$ cat src/design/bb77_pkg.sv
// Shared constants, register codes and types of the 7x7 box blur unit.
package bb77_pkg;

    // Window geometry
    localparam int RADIUS       = 3;
    localparam int SPAN         = 2 * RADIUS + 1;
    localparam int LINES        = 2 * RADIUS;
    localparam int AREA         = SPAN * SPAN;

    // Raster limits and register defaults
    localparam int MAX_WIDTH_DEF = 2048;
    localparam int HEIGHT_LIMIT  = 2048;
    localparam int CFG_W         = 12;
    localparam int ROW_W         = 12;
    localparam int WIDTH_RESET   = 1280;
    localparam int HEIGHT_RESET  = 720;

    // Pixel layout
    localparam int PIX_W        = 32;
    localparam int CH_W         = 8;
    localparam int NUM_CH       = 4;
    localparam int SLOT_W       = 3;
    localparam int WORD_W       = LINES * PIX_W;

    // Sum widths: one column of SPAN samples, then the whole window
    localparam int COL_SUM_W    = 11;
    localparam int WIN_SUM_W    = 14;

    // Divide by AREA as a multiply by a rounded-up reciprocal and a shift;
    // exact for every window sum up to AREA * 255
    localparam int RECIP        = 21400;
    localparam int RECIP_W      = 15;
    localparam int RECIP_SHIFT  = 20;

    typedef enum logic
    {
        REG_WIDTH  = 1'b0,
        REG_HEIGHT = 1'b1
    } cfg_reg_t;

    typedef enum logic
    {
        KIND_PIXEL = 1'b0,
        KIND_PAD   = 1'b1
    } kind_t;

    typedef logic [COL_SUM_W-1:0] col_sum_t;

    // Per-tick control handed from the position tracker down the pipeline
    typedef struct packed
    {
        logic              col_in;  // column lies inside the image
        logic              first;   // first column of a row
        logic              emit;    // tick completes a window
        logic              eof;     // window of the last image pixel
        logic [LINES-1:0]  mask;    // stored line slots that take part
        logic [SLOT_W-1:0] wslot;   // slot that takes this row's sample
    } tick_ctl_t;

endpackage

$ cat src/design/bb77_window.sv
// Horizontal window of column sums, window total, divide and output register.
module bb77_window (
    input  logic                        clk,
    input  logic                        rst_n,
    input  logic                        s1_valid,
    input  bb77_pkg::tick_ctl_t         s1_ctl,
    input  bb77_pkg::col_sum_t          vert [bb77_pkg::NUM_CH],
    input  logic                        m_tready,
    output logic                        advance,
    output logic                        m_tvalid,
    output logic [bb77_pkg::PIX_W-1:0]  m_tdata,
    output logic                        m_tlast
);
    import bb77_pkg::*;

    col_sum_t                 win_reg [SPAN][NUM_CH];
    logic                     e_valid_reg;
    logic                     e_eof_reg;
    logic [WIN_SUM_W-1:0]     win_sum [NUM_CH];
    logic [WIN_SUM_W-1:0]     q_sum_reg [NUM_CH];
    logic                     q_valid_reg;
    logic                     q_eof_reg;
    logic [PIX_W-1:0]         quot;
    logic [WIN_SUM_W+RECIP_W-1:0] prod [NUM_CH];
    logic                     out_valid_reg;
    logic [PIX_W-1:0]         out_data_reg;
    logic                     out_last_reg;

    // Move the pipe whenever the output slot is free or being taken
    assign advance = !out_valid_reg || m_tready;

    // Shift in the new column; the first column of a row starts clean
    always_ff @(posedge clk)
    begin
        if (advance && s1_valid)
        begin
            for (int i = 0; i < SPAN - 1; i++)
            begin
                for (int ch = 0; ch < NUM_CH; ch++)
                    win_reg[i][ch] <= s1_ctl.first ? '0 : win_reg[i+1][ch];
            end
            for (int ch = 0; ch < NUM_CH; ch++)
                win_reg[SPAN-1][ch] <= vert[ch];
        end
    end

    // Total each channel over the window
    always_comb
    begin
        for (int ch = 0; ch < NUM_CH; ch++)
        begin
            win_sum[ch] = '0;
            for (int i = 0; i < SPAN; i++)
                win_sum[ch] = win_sum[ch] + WIN_SUM_W'(win_reg[i][ch]);
        end
    end

    // Divide by the window area
    always_comb
    begin
        for (int ch = 0; ch < NUM_CH; ch++)
        begin
            prod[ch] = (WIN_SUM_W+RECIP_W)'(q_sum_reg[ch])
                       * (WIN_SUM_W+RECIP_W)'(RECIP);
            quot[ch*CH_W +: CH_W] = prod[ch][RECIP_SHIFT +: CH_W];
        end
    end

    // Payload stages
    always_ff @(posedge clk)
    begin
        if (advance)
        begin
            e_eof_reg    <= s1_ctl.eof;
            q_eof_reg    <= e_eof_reg;
            out_last_reg <= q_eof_reg;
            out_data_reg <= quot;
            for (int ch = 0; ch < NUM_CH; ch++)
                q_sum_reg[ch] <= win_sum[ch];
        end
    end

    // Valid flags
    always_ff @(posedge clk or negedge rst_n)
    begin
        if (!rst_n)
        begin
            e_valid_reg   <= 1'b0;
            q_valid_reg   <= 1'b0;
            out_valid_reg <= 1'b0;
        end
        else if (advance)
        begin
            e_valid_reg   <= s1_valid && s1_ctl.emit;
            q_valid_reg   <= e_valid_reg;
            out_valid_reg <= q_valid_reg;
        end
    end

    assign m_tvalid = out_valid_reg;
    assign m_tdata  = out_data_reg;
    assign m_tlast  = out_last_reg;

endmodule

$ cat config.mk
export PLATFORM = sky130hd
export DESIGN_NAME = bb77_window
export DESIGN_NICKNAME = d
export VERILOG_FILES = /design/src/design/bb77_pkg.sv /design/src/design/bb77_window.sv
export SDC_FILE = /design/constraint.sdc
export NUM_CORES = 1
export LEC_CHECK = 0
export BUFFER_PORTS_ARGS = -buffer_cell sky130_fd_sc_hd__buf_2
export CAP_MARGIN = 0
export CORE_ASPECT_RATIO = 0.8
export CORE_MARGIN = 3
export CORE_UTILIZATION = 50
export CTS_CLUSTER_DIAMETER = 30
export DETAILED_ROUTE_END_ITERATION = 6
export PLACE_DENSITY = 0.7
export SLEW_MARGIN = 15
export SYNTH_ARGS = -nofsm -noshare
export SYNTH_HDL_FRONTEND = slang
export SYNTH_SLANG_ARGS = --single-unit
$ cat constraint.sdc
create_clock -name clk -period 14 [get_ports clk]
set_input_delay 2.8 -clock clk [delete_from_list [all_inputs] [get_ports clk]]
set_output_delay 2.8 -clock clk [all_outputs]
set_load 0.02 [all_outputs]
==> results.json <==
{
  "outcome": "finished, final reports clean",
  "synth-warning-count": 0,
  "floorplan.initialDensity_pct": 50.6,
  "placed_cells": 3458,
  "cts_sink_count": 402,
  "cp-start-kind": "input port",
  "area_delta_synth_final_pct": 14.5,
  "path_cells": "buf_2 -> nand2b_4 -> buf_2",
  "first_iter_violations": 710,
  "flip_flop_count_of_the_largest_register_all_copies_and_words_added": 308,
  "tritonroute_pass_1_iters": 5,
  "sum_of_routed_wire_length_over_all_layers_um": 54800,
  "fin_crit_sh_pct": 47.4,
  "grt_start_max_net_pins": 161,
  "synth.area.top_cells": "edfxtp_1 (38%), fa_1 (26%), ha_1 (16%), inv_1 (7.6%), nor2b_1 (2.9%)",
  "critical-path-top-delay-family": "simple AND/OR/NAND/NOR gates",
  "max_freq_mhz": 151,
  "hold_viol_final": 0,
  "drv_slew": 0,
  "worstPathArrival_ns": 3.83,
  "post-cts-setup-buffers": 0,
  "antenna_cells_inserted": 0,
  "ioPinCount": 96,
  "remaining_routing_drc_violations": 0,
  "portBuffers": 85,
  "global_route.overflow_total": 0,
  "async_flop_share_pct": 0.746,
  "cts.hold.buffers_added": 0,
  "filler_cell_count": 5049,
  "crit_fanout": 51,
  "timing.clock.skew_ns": 0.0466,
  "timing_worst_slew_pin_value_ns": 1.05,
  "post_synth_instance_area_sq_um": 31800,
  "critical_path.n_buffers_inverters": 2,
  "clock-root-buffer": "clkbuf_16",
  "cts_resized": 0,
  "layout_common_cells": "inv_1 (647), ha_1 (415), fa_1 (408)",
  "track_usage_pct": 17.7,
  "netlist-cell-type-count": 49,
  "worstHoldPathType": "reg -> reg",
  "tritoncts": "yes",
  "yosys.area.top_type_share_pct": 37.7,
  "flip_flop_and_latch_count_after_synthesis": 402,
  "cts-root-to-sink-buffers": 3,
  "postSynthCellCount": 2557,
  "setup_slack_of_the_worst_register_to_register_path_ns": 9.01,
  "slowest_stage": "nand2b_4",
  "die-area_sq_um": 66700,
  "place.detailed.hpwl_um": 41200,
  "place_congestion": 0.864,
  "mostFrequentLayoutCell": "inv_1",
  "first_pass_grt_wire_length_um": 96300,
  "first_global_vias": 19800,
  "final_cell_count_without_fillers": 3632,
  "max-cap-violations": 0,
  "fp.dieW_um": 288,
  "rsz_0062_raised_after_global_routing": "no",
  "chipHeight_um": 232,
  "element_type_at_the_critical_path_end": "output pin",
  "h_tree_level_count": 3,
  "synth_largest_area_cell": "edfxtp_1",
  "ys.flop_type": "edfxtp_1",
  "num_cts_buffers": 94,
  "synth_enable_flop_cells": 399,
  "worst_skew_pair.late_latency_ns": 0.64,
  "drive_above_1_share_pct": 8.85,
  "worstSetupPathType": "in -> out",
  "route.vias.total": 17700,
  "ant_nets": 0,
  "fin_nets": 3598,
  "report.final.setup_viol": 0,
  "critical_path.most_common_cell": "buf_2",
  "wl_per_cell_um": 15.1,
  "synth_nets": 3441,
  "worstPathRequired_ns": 11.20,
  "synth.yosys.seq_area_share_pct": 37.9,
  "syn_avg_cell_area_sq_um": 12.4,
  "clk_pin_slew_worst_paths_ns": 0.04,
  "antenna_found_initial": 1,
  "period_minus_slack_ns": 6.63,
  "slew-limit-headroom_pct": 30.2,
  "timing.setup.tns_ns": 0,
  "cpPeakStageDelay_ns": 0.58,
  "placeableCoreArea_sq_um": 62800,
  "drt-vias-per-instance": 4.87,
  "rows": 82,
  "fin_util_pct": 58.0
}
==> metrics by stage <==
stage	hold WS, ns	cell area, sq um	setup slack (ns)
after floorplan	0.400	31800	0.867
after global placement	0.411	33200	7.40
after detailed placement	0.407	33200	7.37
after CTS	0.428	36400	7.36
after global routing	0.440	36400	7.30
final	0.422	36400	7.37
==> layout make-up <==
| class | count | area (sq um) | area share [%] |
|---|---|---|---|
| inverters | 647 | 2430 | 6.67 |
| multi-input cells | 1479 | 17200 | 47.3 |
| repair buffers | 90 | 484 | 1.33 |
| clock buffers | 106 | 2400 | 6.59 |
| flip-flops and latches | 402 | 12100 | 33.1 |
| clock inverters | 68 | 776 | 2.13 |
| well taps | 840 | 1050 | 2.89 |
==> logic make-up after synthesis <==
logic type	synth area share (%)
fa+ha+maj	42.0
flops	37.9
mux	0.0354
compound gates	3.12
buf+inv	7.98
xor+xnor	2.48
simple gates	6.43
==> cells in the mapped netlist (7+ instances only) <==
master,count
ha_1,415
nor2b_1,149
edfxtp_1,399
nand3_1,15
o21ai_0,23
inv_1,647
nand2_1,32
fa_1,408
clkbuf_1,29
xor2_1,27
nand2b_1,8
nand4_1,7
a21o_1,21
xnor2_1,63
nor3_1,10
nor2_1,157
o21bai_1,7
a21oi_1,71
==> worst paths after layout <==
kind                                to            start  depth (start not counted)
min                            m_tlast        q_eof_reg                          0
max reg2reg                m_tdata[14]  q_sum_reg[1][7]                         14
max in group asynchronous  q_valid_reg            rst_n                          1
min reg2reg                    m_tlast        q_eof_reg                          0
min in group asynchronous     m_tvalid            rst_n                          1
max                            advance         m_tready                          3
==> routing by layer <==
metal	GRT usage (%)	share of wire, %	up-vias	wire length [um]
li1	-	-	8518	-
met2	27.4	46	238	25200
met1	25.9	49	8856	26600
met5	0	0	-	0
met4	4.60	1.8	0	967
met3	3.34	3.8	82	2080
Power is not shown: default switching activity piles up to over one toggle a cycle in this logic, so the estimate is an artifact.
