$ cat src/design/bb77_pkg.sv
// Shared constants, register codes and types of the 7x7 box blur unit.
package bb77_pkg;

    // Window geometry
    localparam int RADIUS       = 3;
    localparam int SPAN         = 2 * RADIUS + 1;
    localparam int LINES        = 2 * RADIUS;
    localparam int AREA         = SPAN * SPAN;

    // Raster limits and register defaults
    localparam int MAX_WIDTH_DEF = 2048;
    localparam int HEIGHT_LIMIT  = 2048;
    localparam int CFG_W         = 12;
    localparam int ROW_W         = 12;
    localparam int WIDTH_RESET   = 1280;
    localparam int HEIGHT_RESET  = 720;

    // Pixel layout
    localparam int PIX_W        = 32;
    localparam int CH_W         = 8;
    localparam int NUM_CH       = 4;
    localparam int SLOT_W       = 3;
    localparam int WORD_W       = LINES * PIX_W;

    // Sum widths: one column of SPAN samples, then the whole window
    localparam int COL_SUM_W    = 11;
    localparam int WIN_SUM_W    = 14;

    // Divide by AREA as a multiply by a rounded-up reciprocal and a shift;
    // exact for every window sum up to AREA * 255
    localparam int RECIP        = 21400;
    localparam int RECIP_W      = 15;
    localparam int RECIP_SHIFT  = 20;

    typedef enum logic
    {
        REG_WIDTH  = 1'b0,
        REG_HEIGHT = 1'b1
    } cfg_reg_t;

    typedef enum logic
    {
        KIND_PIXEL = 1'b0,
        KIND_PAD   = 1'b1
    } kind_t;

    typedef logic [COL_SUM_W-1:0] col_sum_t;

    // Per-tick control handed from the position tracker down the pipeline
    typedef struct packed
    {
        logic              col_in;  // column lies inside the image
        logic              first;   // first column of a row
        logic              emit;    // tick completes a window
        logic              eof;     // window of the last image pixel
        logic [LINES-1:0]  mask;    // stored line slots that take part
        logic [SLOT_W-1:0] wslot;   // slot that takes this row's sample
    } tick_ctl_t;

endpackage

$ cat src/design/bb77_pos.sv
// Raster position tracking, configuration registers and line-slot selection.
module bb77_pos #(
    parameter int MAX_WIDTH = bb77_pkg::MAX_WIDTH_DEF,
    parameter int CNT_W     = $clog2(MAX_WIDTH + bb77_pkg::RADIUS),
    parameter int AW        = $clog2(MAX_WIDTH)
) (
    input  logic                        clk,
    input  logic                        rst_n,
    input  logic                        cfg_we,
    input  logic                        cfg_index,
    input  logic [bb77_pkg::CFG_W-1:0]  cfg_data,
    input  logic                        accept,
    input  logic                        kind,
    input  logic [bb77_pkg::PIX_W-1:0]  pixel,
    output logic                        rd_en,
    output logic [AW-1:0]               rd_addr,
    output logic [bb77_pkg::PIX_W-1:0]  sample,
    output bb77_pkg::tick_ctl_t         ctl
);
    import bb77_pkg::*;

    logic [CFG_W-1:0]  width_reg;
    logic [CFG_W-1:0]  height_reg;
    logic [CNT_W-1:0]  col_reg;
    logic [CNT_W-1:0]  col_next;
    logic [ROW_W-1:0]  row_reg;
    logic [ROW_W-1:0]  row_next;
    logic [SLOT_W-1:0] slot_reg;
    logic [SLOT_W-1:0] slot_next;

    logic [CFG_W:0]    w_wide;
    logic [CNT_W-1:0]  eff_w;
    logic [ROW_W-1:0]  eff_h;
    logic [CNT_W-1:0]  last_col;
    logic [ROW_W-1:0]  last_row;
    logic              col_in;
    logic              row_in;
    logic [LINES-1:0]  line_mask;

    // Clamp the configured size to the supported range
    always_comb
    begin
        if (width_reg == '0)
            w_wide = (CFG_W+1)'(1);
        else if ({1'b0, width_reg} > (CFG_W+1)'(MAX_WIDTH))
            w_wide = (CFG_W+1)'(MAX_WIDTH);
        else
            w_wide = {1'b0, width_reg};
        eff_w = CNT_W'(w_wide);

        if (height_reg == '0)
            eff_h = ROW_W'(1);
        else if (height_reg > ROW_W'(HEIGHT_LIMIT))
            eff_h = ROW_W'(HEIGHT_LIMIT);
        else
            eff_h = height_reg;
    end

    assign last_col = eff_w + CNT_W'(RADIUS - 1);
    assign last_row = eff_h + ROW_W'(RADIUS - 1);
    assign col_in   = col_reg < eff_w;
    assign row_in   = row_reg < eff_h;

    // Advance along the extended raster, wrapping at the frame end
    always_comb
    begin
        col_next  = col_reg + CNT_W'(1);
        row_next  = row_reg;
        slot_next = slot_reg;
        if (col_reg == last_col)
        begin
            col_next = '0;
            if (row_reg == last_row)
            begin
                row_next  = '0;
                slot_next = '0;
            end
            else
            begin
                row_next  = row_reg + ROW_W'(1);
                slot_next = (slot_reg == SLOT_W'(LINES - 1)) ? '0 : slot_reg + SLOT_W'(1);
            end
        end
    end

    // Hold configuration and position; a register write restarts the frame
    always_ff @(posedge clk or negedge rst_n)
    begin
        if (!rst_n)
        begin
            width_reg  <= CFG_W'(WIDTH_RESET);
            height_reg <= CFG_W'(HEIGHT_RESET);
            col_reg    <= '0;
            row_reg    <= '0;
            slot_reg   <= '0;
        end
        else if (cfg_we)
        begin
            unique case (cfg_reg_t'(cfg_index))
                REG_WIDTH:  width_reg  <= cfg_data;
                REG_HEIGHT: height_reg <= cfg_data;
                default:    width_reg  <= width_reg;
            endcase
            col_reg  <= '0;
            row_reg  <= '0;
            slot_reg <= '0;
        end
        else if (accept)
        begin
            col_reg  <= col_next;
            row_reg  <= row_next;
            slot_reg <= slot_next;
        end
    end

    // Pick the stored lines that lie inside the window and the image
    always_comb
    begin
        logic [SLOT_W-1:0] k;
        line_mask = '0;
        for (int j = 0; j < LINES; j++)
        begin
            if (slot_reg > SLOT_W'(j))
                k = slot_reg - SLOT_W'(j);
            else
                k = slot_reg + SLOT_W'(LINES) - SLOT_W'(j);
            line_mask[j] = col_in && (row_reg >= ROW_W'(k))
                           && (row_reg < eff_h + ROW_W'(k));
        end
    end

    assign ctl.mask   = line_mask;
    assign ctl.col_in = col_in;
    assign ctl.first  = col_reg == '0;
    assign ctl.emit   = (col_reg >= CNT_W'(RADIUS)) && (row_reg >= ROW_W'(RADIUS));
    assign ctl.eof    = (col_reg == last_col) && (row_reg == last_row);
    assign ctl.wslot  = slot_reg;

    // Padding positions and padding ticks count as zero pixels
    assign sample  = (col_in && row_in && kind == KIND_PIXEL) ? pixel : '0;
    assign rd_en   = accept && col_in;
    assign rd_addr = col_reg[AW-1:0];

endmodule

$ cat config.mk
export PLATFORM = sky130hd
export DESIGN_NAME = bb77_pos
export DESIGN_NICKNAME = d
export VERILOG_FILES = /design/src/design/bb77_pkg.sv /design/src/design/bb77_pos.sv
export SDC_FILE = /design/constraint.sdc
export NUM_CORES = 1
export LEC_CHECK = 0
export ABC_AREA = 1
export BUFFER_PORTS_ARGS = -buffer_cell sky130_fd_sc_hd__buf_2
export CORE_UTILIZATION = 55
export CTS_CLUSTER_DIAMETER = 120
export DETAILED_ROUTE_END_ITERATION = 7
export HOLD_SLACK_MARGIN = 0.06
export PLACE_DENSITY_LB_ADDON = 0.05
export REMOVE_ABC_BUFFERS = 1
export SLEW_MARGIN = 20
export SYNTH_ARGS = -nofsm -noshare
export SYNTH_HDL_FRONTEND = slang
export SYNTH_SLANG_ARGS = --single-unit
export TNS_END_PERCENT = 5
$ cat constraint.sdc
create_clock -name clk -period 8.6 [get_ports clk]
set_clock_uncertainty 0.2 [all_clocks]
set_input_delay 1.29 -clock clk [delete_from_list [all_inputs] [get_ports clk]]
set_output_delay 1.29 -clock clk [all_outputs]
set_load 0.03 [all_outputs]
==> results of run 1 <==
synth_stat cells (all sizes together) (6+ instances only):
cell type / n / share of area, %
buf: 22 / 2.4
a211oi: 10 / 0.94
nand3: 68 / 4.7
nor3: 19 / 1.4
a21o: 8 / 0.75
xnor2: 16 / 1.8
clkbuf: 14 / 0.66
dfrtp: 45 / 14
nor4: 6 / 0.47
a21oi: 53 / 3.3
xor2: 62 / 6.8
nor2: 124 / 6.3
nand3b: 8 / 0.75
dfstp: 6 / 2.0
nand2: 290 / 14
o21bai: 8 / 0.89
or2: 8 / 0.63
inv: 185 / 8.7
ha: 135 / 21
nand4: 15 / 1.2
o21ai: 60 / 3.8
area by class of cell:
| type | count | area share, % |
|---|---|---|
| multi-input combinational | 921 | 66.1 |
| sequential | 51 | 14.7 |
| inverter | 189 | 8.14 |
| timing repair buffer | 109 | 6.33 |
| tap | 180 | 2.58 |
| clock buffer | 5 | 1.43 |
| clock inverter | 3 | 0.773 |
layout by cell type, fill, tap and decap left out, types with 3 or more instances in the layout:
cell type	Yosys	final
o31ai_1	5	5
nor3_2	3	3
o21ai_1	3	3
clkbuf_16	0	5
dfrtp_1	45	45
and3_1	3	3
nor2_1	114	114
o21ai_0	57	57
xnor2_1	16	16
nand3_1	63	63
nand2_1	277	277
nand2_4	3	3
nor4_1	6	6
nand3_2	4	4
inv_1	182	182
or2_2	7	7
o211ai_1	5	5
nand4_1	15	15
clkinv_1	4	4
buf_4	12	3
ha_1	135	135
a21oi_1	53	53
xor2_1	62	62
dfstp_2	6	6
a211oi_1	10	10
nand2_2	10	10
nor2_2	8	8
nand3b_1	8	8
a21o_1	8	8
o31a_1	3	3
buf_2	2	106
a31o_2	3	3
nor3_1	16	16
o21bai_1	7	7
power by group:
| group | switching (mW) | total (mW) | internal [mW] |
|---|---|---|---|
| Sequential | 0.0504 | 0.315 | 0.264 |
| Clock | 0.0951 | 0.262 | 0.167 |
| Combinational | 0.558 | 0.870 | 0.312 |
| Total | 0.704 | 1.45 | 0.743 |
critical path: cells and delay by family, from the launching register on:
kind            cells  cell delay [ps]
compound gates      7             1080
fa+ha+maj           3              990
simple gates        7              720
buf+inv             4              590
flops               1              500
xor+xnor            2              400
cell families after synthesis:
group	share of synthesized area [%]
simple gates	29.8
buf+inv	12.0
compound gates	12.3
fa+ha+maj	21.4
xor+xnor	8.54
flops	16.1
routing by layer:
metal  track usage [%]  up-vias  part of all wire, %
met5                 0        -                    0
met4              11.7        0                  3.0
met3              2.09       37                  4.5
met2              48.2      193                   47
met1              39.8     3467                   46
li1                  -     4023                    -
through the flow:
| step | hold slack [ps] | setup slack, ps | std cells | total power, mW |
|---|---|---|---|---|
| after floorplan | 270 | 2760 | 1161 | 0.951 |
| after global placement | 318 | 2930 | 1450 | 1.17 |
| after detailed placement | 314 | 2810 | 1450 | 1.19 |
| after CTS | 335 | 2470 | 1458 | 1.45 |
| after global routing | 349 | 2020 | 1458 | 1.58 |
| final | 325 | 2530 | 1458 | 1.45 |
path summary, 6_finish.rpt:
check                                     startpoint                        end  slack [ps]  cells past startpoint
max in group asynchronous                      rst_n   width_reg[6]$_DFFE_PN0P_        6850                      2
setup reg to reg            width_reg[4]$_DFFE_PN0P_     row_reg[6]$_DFFE_PN0P_        4710                     18
hold reg to reg            height_reg[9]$_DFFE_PN1P_  height_reg[9]$_DFFE_PN1P_         330                      2
setup / recovery             slot_reg[1]$_DFFE_PN0P_                     ctl[4]        2530                     23
hold / removal             height_reg[9]$_DFFE_PN1P_  height_reg[9]$_DFFE_PN1P_         330                      2
min in group asynchronous                      rst_n     col_reg[8]$_DFFE_PN0P_         900                      2
==> run summary, run 1 <==
Post-Syn Area per Cell: 6.68 um2
Die area: 15000 um2
CTS Sinks: 51
Remaining Overflow, GRT: 0
# rows: 43
Max Slew Vio Count: 0
Post-CTS Resized: 0
Synth Flop Type: dfrtp_1
Placed cell area: 8550 um2
Chip Width: 123 um
CP max stage delay: 500 ps
Root buf cell: clkbuf_16
ANT cells: 0
Maximum vdd ir drop: 143 uV
Post-Syn Area: 8000 um2
Die height: 123 um
Initial Utilization: 56.9%
Postcts setup bufs: 0
Crit path max fanout: 8
Post-layout nets: 1463
Master of the slowest instance on the critical path: dfrtp_1
Syn-to-layout area delta: 9.31%
GPL Wtd Cong: 0.920
Critical path class: register to primary output
Final Hold Fails: 0
Antenna violations before repair: 0
IO buf count: 106
Register area share after synthesis: 16.1%
DR vias: 7720
Status: complete, no violations
Wire per inst: 14.9 um
CTS Hold Bufs: 0
Maxcap violations: 0
RSZ-0062 raised after global routing: false
Clk_lat worst skew: 290 ps
Post-synth EDFFs: 0
DR vias/cell: 5.29
CTS tree: done
CTS H-tree lvls: 2
Worst slew pin tran: 1040 ps
Post-route ant nets: 0
Crit. End Element: primary output
Slew HR: 30.4%
Setup TNS: 0 ps
Post-Syn Instances: 1197
Hold Crit Class: register to register
First drt pass iteration count: 5
Pleak: 4.93 nW
Critical Path AT: 4580 ps
Count of final setup violators: 0
Startpoint Class: register
Flops & latches, synth: 51
HPWL after detailed placement: 16.9 mm
Core ar.: 14000 um2
Post-synth cell types: 52
FMAX: 165 MHz
DRC viols: 0
Ys Warns: 0
Proportion of layout cells with a drive suffix above 1: 13.2%
First DRT Iteration DRCs: 466
Post-synth ARST share: 100%
Worst-path cell chain: inv_1 > ha_1 > xor2_1 > inv_1 > nand2_1 > o21ai_0 > ha_1 > inv_1 > o21ai_0 > o21bai_1 > nand2_1 > nor2_1 > xor2_1 > ha_1 > a21oi_1 > nor2_1 > a211oi_1 > o31a_1 > o21ai_0 > nand3_1 > nand2_1 > nor3_1 > buf_2
Crit share post-route: 70.6%
Vias in the first global route: 7030
CTS buffer count: 5
Multi-input gate area: 5770 um2
Storage element area: 1280 um2
Clk slew on worst S/H paths: 70 ps
Drt total wl: 21.7 mm
Total track usage: 29.4%
IO Count: 107
Pwr Density: 166 nW/um2
Filler instances: 1368
Req. time, crit path: 7110 ps
Global-route wire length before repair: 34.7 mm
Cell area after layout: 8740 um2
Clock period minus worst slack: 6070 ps
Largest net degree at the start of global routing: 52
Clock tree buffer depth: 2
Final Core Density: 62.2%
Note: power is estimated with default switching activity, not from simulation.
==> run 2: changes to the inputs <==
--- a/config.mk
+++ b/config.mk
@@ -5,9 +5,9 @@
 export SDC_FILE = /design/constraint.sdc
 export NUM_CORES = 1
 export LEC_CHECK = 0
-export ABC_AREA = 1
+export ABC_AREA = 0
 export BUFFER_PORTS_ARGS = -buffer_cell sky130_fd_sc_hd__buf_2
-export CORE_UTILIZATION = 55
+export CORE_UTILIZATION = 54
 export CTS_CLUSTER_DIAMETER = 120
 export DETAILED_ROUTE_END_ITERATION = 7
 export HOLD_SLACK_MARGIN = 0.06
==> constraint.sdc (replaced) <==
create_clock -name clk -period 5.33 [get_ports clk]
set_clock_uncertainty 0.2 [all_clocks]
set_input_delay 0.7995 -clock clk [delete_from_list [all_inputs] [get_ports clk]]
set_output_delay 0.7995 -clock clk [all_outputs]
set_load 0.03 [all_outputs]
==> run summary, run 2 <==
Yosys top cell by area: ha_1
IO buf count: 106 (unchanged)
Core ar.: 13300 um2 (-4.9%)
Post-route ant nets: 0 (unchanged)
FMAX: 194 MHz
Ys Warns: 0 (unchanged)
Synth Flop Type: dfrtp_1
Slew HR: 39.4% (+9.0 points)
Storage element area: 1280 um2 (about the same)
Initial Utilization: 55.9% (-1.0 points)
First drt pass iteration count: 4 (-1)
CTS buffer count: 5 (unchanged)
Chip Width: 120 um (-2.5%)
CTS Sinks: 51 (unchanged)
Clk_lat worst skew: 290 ps (about the same)
Critical Path AT: 4140 ps (-440 ps)
R2R Setup Slk: 1190 ps (-3520 ps)
Crit. End Element: primary output
Multi-input gate area: 5910 um2 (+2.4%)
CTS Hold Bufs: 0 (unchanged)
Post-synth cell types: 64 (+23%)
Tot Pwr: 1.57 mW (+8.5%)
Startpoint Class: register
# rows: 42 (-2.3%)
Worst R2R Start: height_reg[11]$_DFFE_PN0P_
Clk slew on worst S/H paths: 70 ps (about the same)
Top post-synthesis cells by count: ha_1 (135), xnor2_1 (81), nand2_1 (72)
Vias in the first global route: 6059 (-14%)
GPL Wtd Cong: 0.899 (-2.2%)
Remaining Overflow, GRT: 0 (unchanged)
CTS tree: done
Final Hold Fails: 0 (unchanged)
IO Count: 107 (unchanged)
Worst Setup Slack, final: 186 ps (-2340 ps)
RR Endpoint: row_reg[4]$_DFFE_PN0P_
DRC viols: 0 (unchanged)
Total track usage: 28.4% (-0.95 points)
Most numerous cell in the Yosys netlist: ha_1
Pleak: 4.22 nW (-14%)
Max Slew Vio Count: 0 (unchanged)
Syn-to-layout area delta: 14.1%
RSZ-0062 raised after global routing: true
Post-Syn Area: 7460 um2 (-6.7%)
Filler instances: 1197 (-13%)
DR vias: 6668 (-14%)
Reg2Reg Depth: 11 (-7)
Post-layout nets: 1177 (-20%)
Post-synth EDFFs: 0 (unchanged)
CTS H-tree lvls: 2 (unchanged)
Die height: 120 um (-2.5%)
Proportion of layout cells with a drive suffix above 1: 21.8% (+8.6 points)
ANT cells: 0 (unchanged)
Pwr Density: 184 nW/um2 (+11%)
Crit path max fanout: 6 (-2)
DR vias/cell: 5.71 (+7.8%)
Root buf cell: clkbuf_16
Die area: 14300 um2 (-4.9%)
Post-Syn Area per Cell: 8.36 um2 (+25%)
Status: complete, no violations
Antenna violations before repair: 0 (unchanged)
Count of final setup violators: 0 (unchanged)
Post-Syn Instances: 893 (-25%)
First DRT Iteration DRCs: 465 (-0.21%)
Clock period minus worst slack: 5140 ps
Drt total wl: 20.0 mm (-7.6%)
End of the critical path: ctl[8]
Most frequent cells in the layout: ha_1 (134), buf_2 (103), xnor2_1 (78)
Register area share after synthesis: 17.2% (+1.1 points)
Post-synth ARST share: 100% (unchanged)
Worst slew pin tran: 909 ps (-127 ps)
Critical path class: register to primary output
Global-route wire length before repair: 32.3 mm (-7.0%)
Flops & latches, synth: 51 (unchanged)
DP Worst Slack: 190 ps (-2620 ps)
Clock tree buffer depth: 2 (unchanged)
Hold Crit Class: register to register
Req. time, crit path: 4330 ps (-2780 ps)
Maximum vdd ir drop: 195 uV (+37%)
Crit share post-route: 96.5%
Synth top area share: 22.6% (+1.5 points)
Wire per inst: 17.1 um (+15%)
HPWL after detailed placement: 15.8 mm (-6.4%)
CP startpoint: slot_reg[1]$_DFFE_PN0P_
Largest net degree at the start of global routing: 52 (unchanged)
Most common cell after layout, fill and taps aside: ha_1
Synth top area cells: ha_1 (23%), dfrtp_1 (15%), xnor2_1 (9.5%)
Maxcap violations: 0 (unchanged)
## run 2: changes by cell type after synthesis, moves of 23 or more
| cell | change |
|---|---|
| nand2_1 | -205 |
| and2_1 | +37 |
| o21ai_0 | -30 |
| a21o_1 | +31 |
| inv_1 | -143 |
| xnor2_1 | +65 |
| nor2_1 | -57 |
| xor2_1 | -41 |
| mux2_2 | +23 |
| nand3_1 | -42 |
## run 2: worst min-delay path by stage
stage                                    from                        end  slack, ps  depth (start not counted)
global route        height_reg[0]$_DFFE_PN0P_  height_reg[0]$_DFFE_PN0P_        370                          1
detailed placement  height_reg[0]$_DFFE_PN0P_  height_reg[0]$_DFFE_PN0P_        310                          1
CTS                 height_reg[0]$_DFFE_PN0P_  height_reg[0]$_DFFE_PN0P_        330                          1
finish              height_reg[0]$_DFFE_PN0P_  height_reg[0]$_DFFE_PN0P_        350                          1
floorplan           height_reg[0]$_DFFE_PN0P_  height_reg[0]$_DFFE_PN0P_        280                          1
global placement    height_reg[0]$_DFFE_PN0P_  height_reg[0]$_DFFE_PN0P_        320                          1
## run 2: where the power goes
part,switching [mW],internal (mW)
Clock,0.135,0.233
Sequential,0.0519,0.422
Combinational,0.418,0.310
Total,0.605,0.965
## run 2: routing by layer
layer  routed length [um]  global-route usage, %  up-vias
li1                     -                      -     3357
met1                 9680                   41.0     3107
met2                 8920                   45.2      184
met3                 1110                   3.66       20
met4                  305                   5.78        0
met5                    0                      0        -
## run 2: cells by family (layout without fill, tap and decap cells)
family          count (synthesis)  count (layout)  share of synthesized area [%]
compound gates                182             182                           16.2
xor+xnor                      103             103                           12.3
fa+ha+maj                     136             136                           22.9
buf+inv                        89             188                           5.35
flops                          51              51                           17.2
mux                            29              29                           4.29
simple gates                  303             303                           21.8
## run 2: through the flow
| stage | util, % | cell area, um2 | setup TNS, ps | hold slack [ps] | cells |
|---|---|---|---|---|---|
| finish | 63.8 | 8520 | 0 | 348 | 1168 |
| global route | 63.8 | 8520 | -37.7 | 373 | 1168 |
| CTS | 62.7 | 8370 | 0 | 325 | 1164 |
| detailed placement | 61.2 | 8170 | 0 | 311 | 1156 |
| global placement | 61.2 | 8170 | 0 | 319 | 1156 |
| floorplan | - | 7230 | -816 | 280 | 849 |
## run 2: area by class of cell
class                           count  share of cell area (%)
Timing Repair Buffer              135                    8.87
Multi-Input combinational cell    753                    69.4
Sequential cell                    51                    15.1
Clock buffer                        6                    1.63
Tap cell                          176                    2.59
Clock inverter                      2                   0.411
Inverter                           45                    1.98
## run 2: repair_timing
item / in CTS / in global routing
endpoints found under the setup margin: 4 / 6
buffers inserted: 0 / 4
resized for setup: 7 / 28
hold endpoints to repair: 0 / 0
pin swaps: 0 / 2
## run 2: critical path: stages, from the launching register on
cell and delay [ps]:
dfrtp_2 410, inv_1 70, buf_4 170, ha_1 230
a21oi_2 240, a21oi_1 80, xnor2_1 240, inv_1 130
fa_1 490, xor2_1 180, ha_1 280, a21o_1 160
a21o_1 170, a21oi_1 190, nor2_1 70, a2111oi_1 340
o311a_1 210, buf_2 190
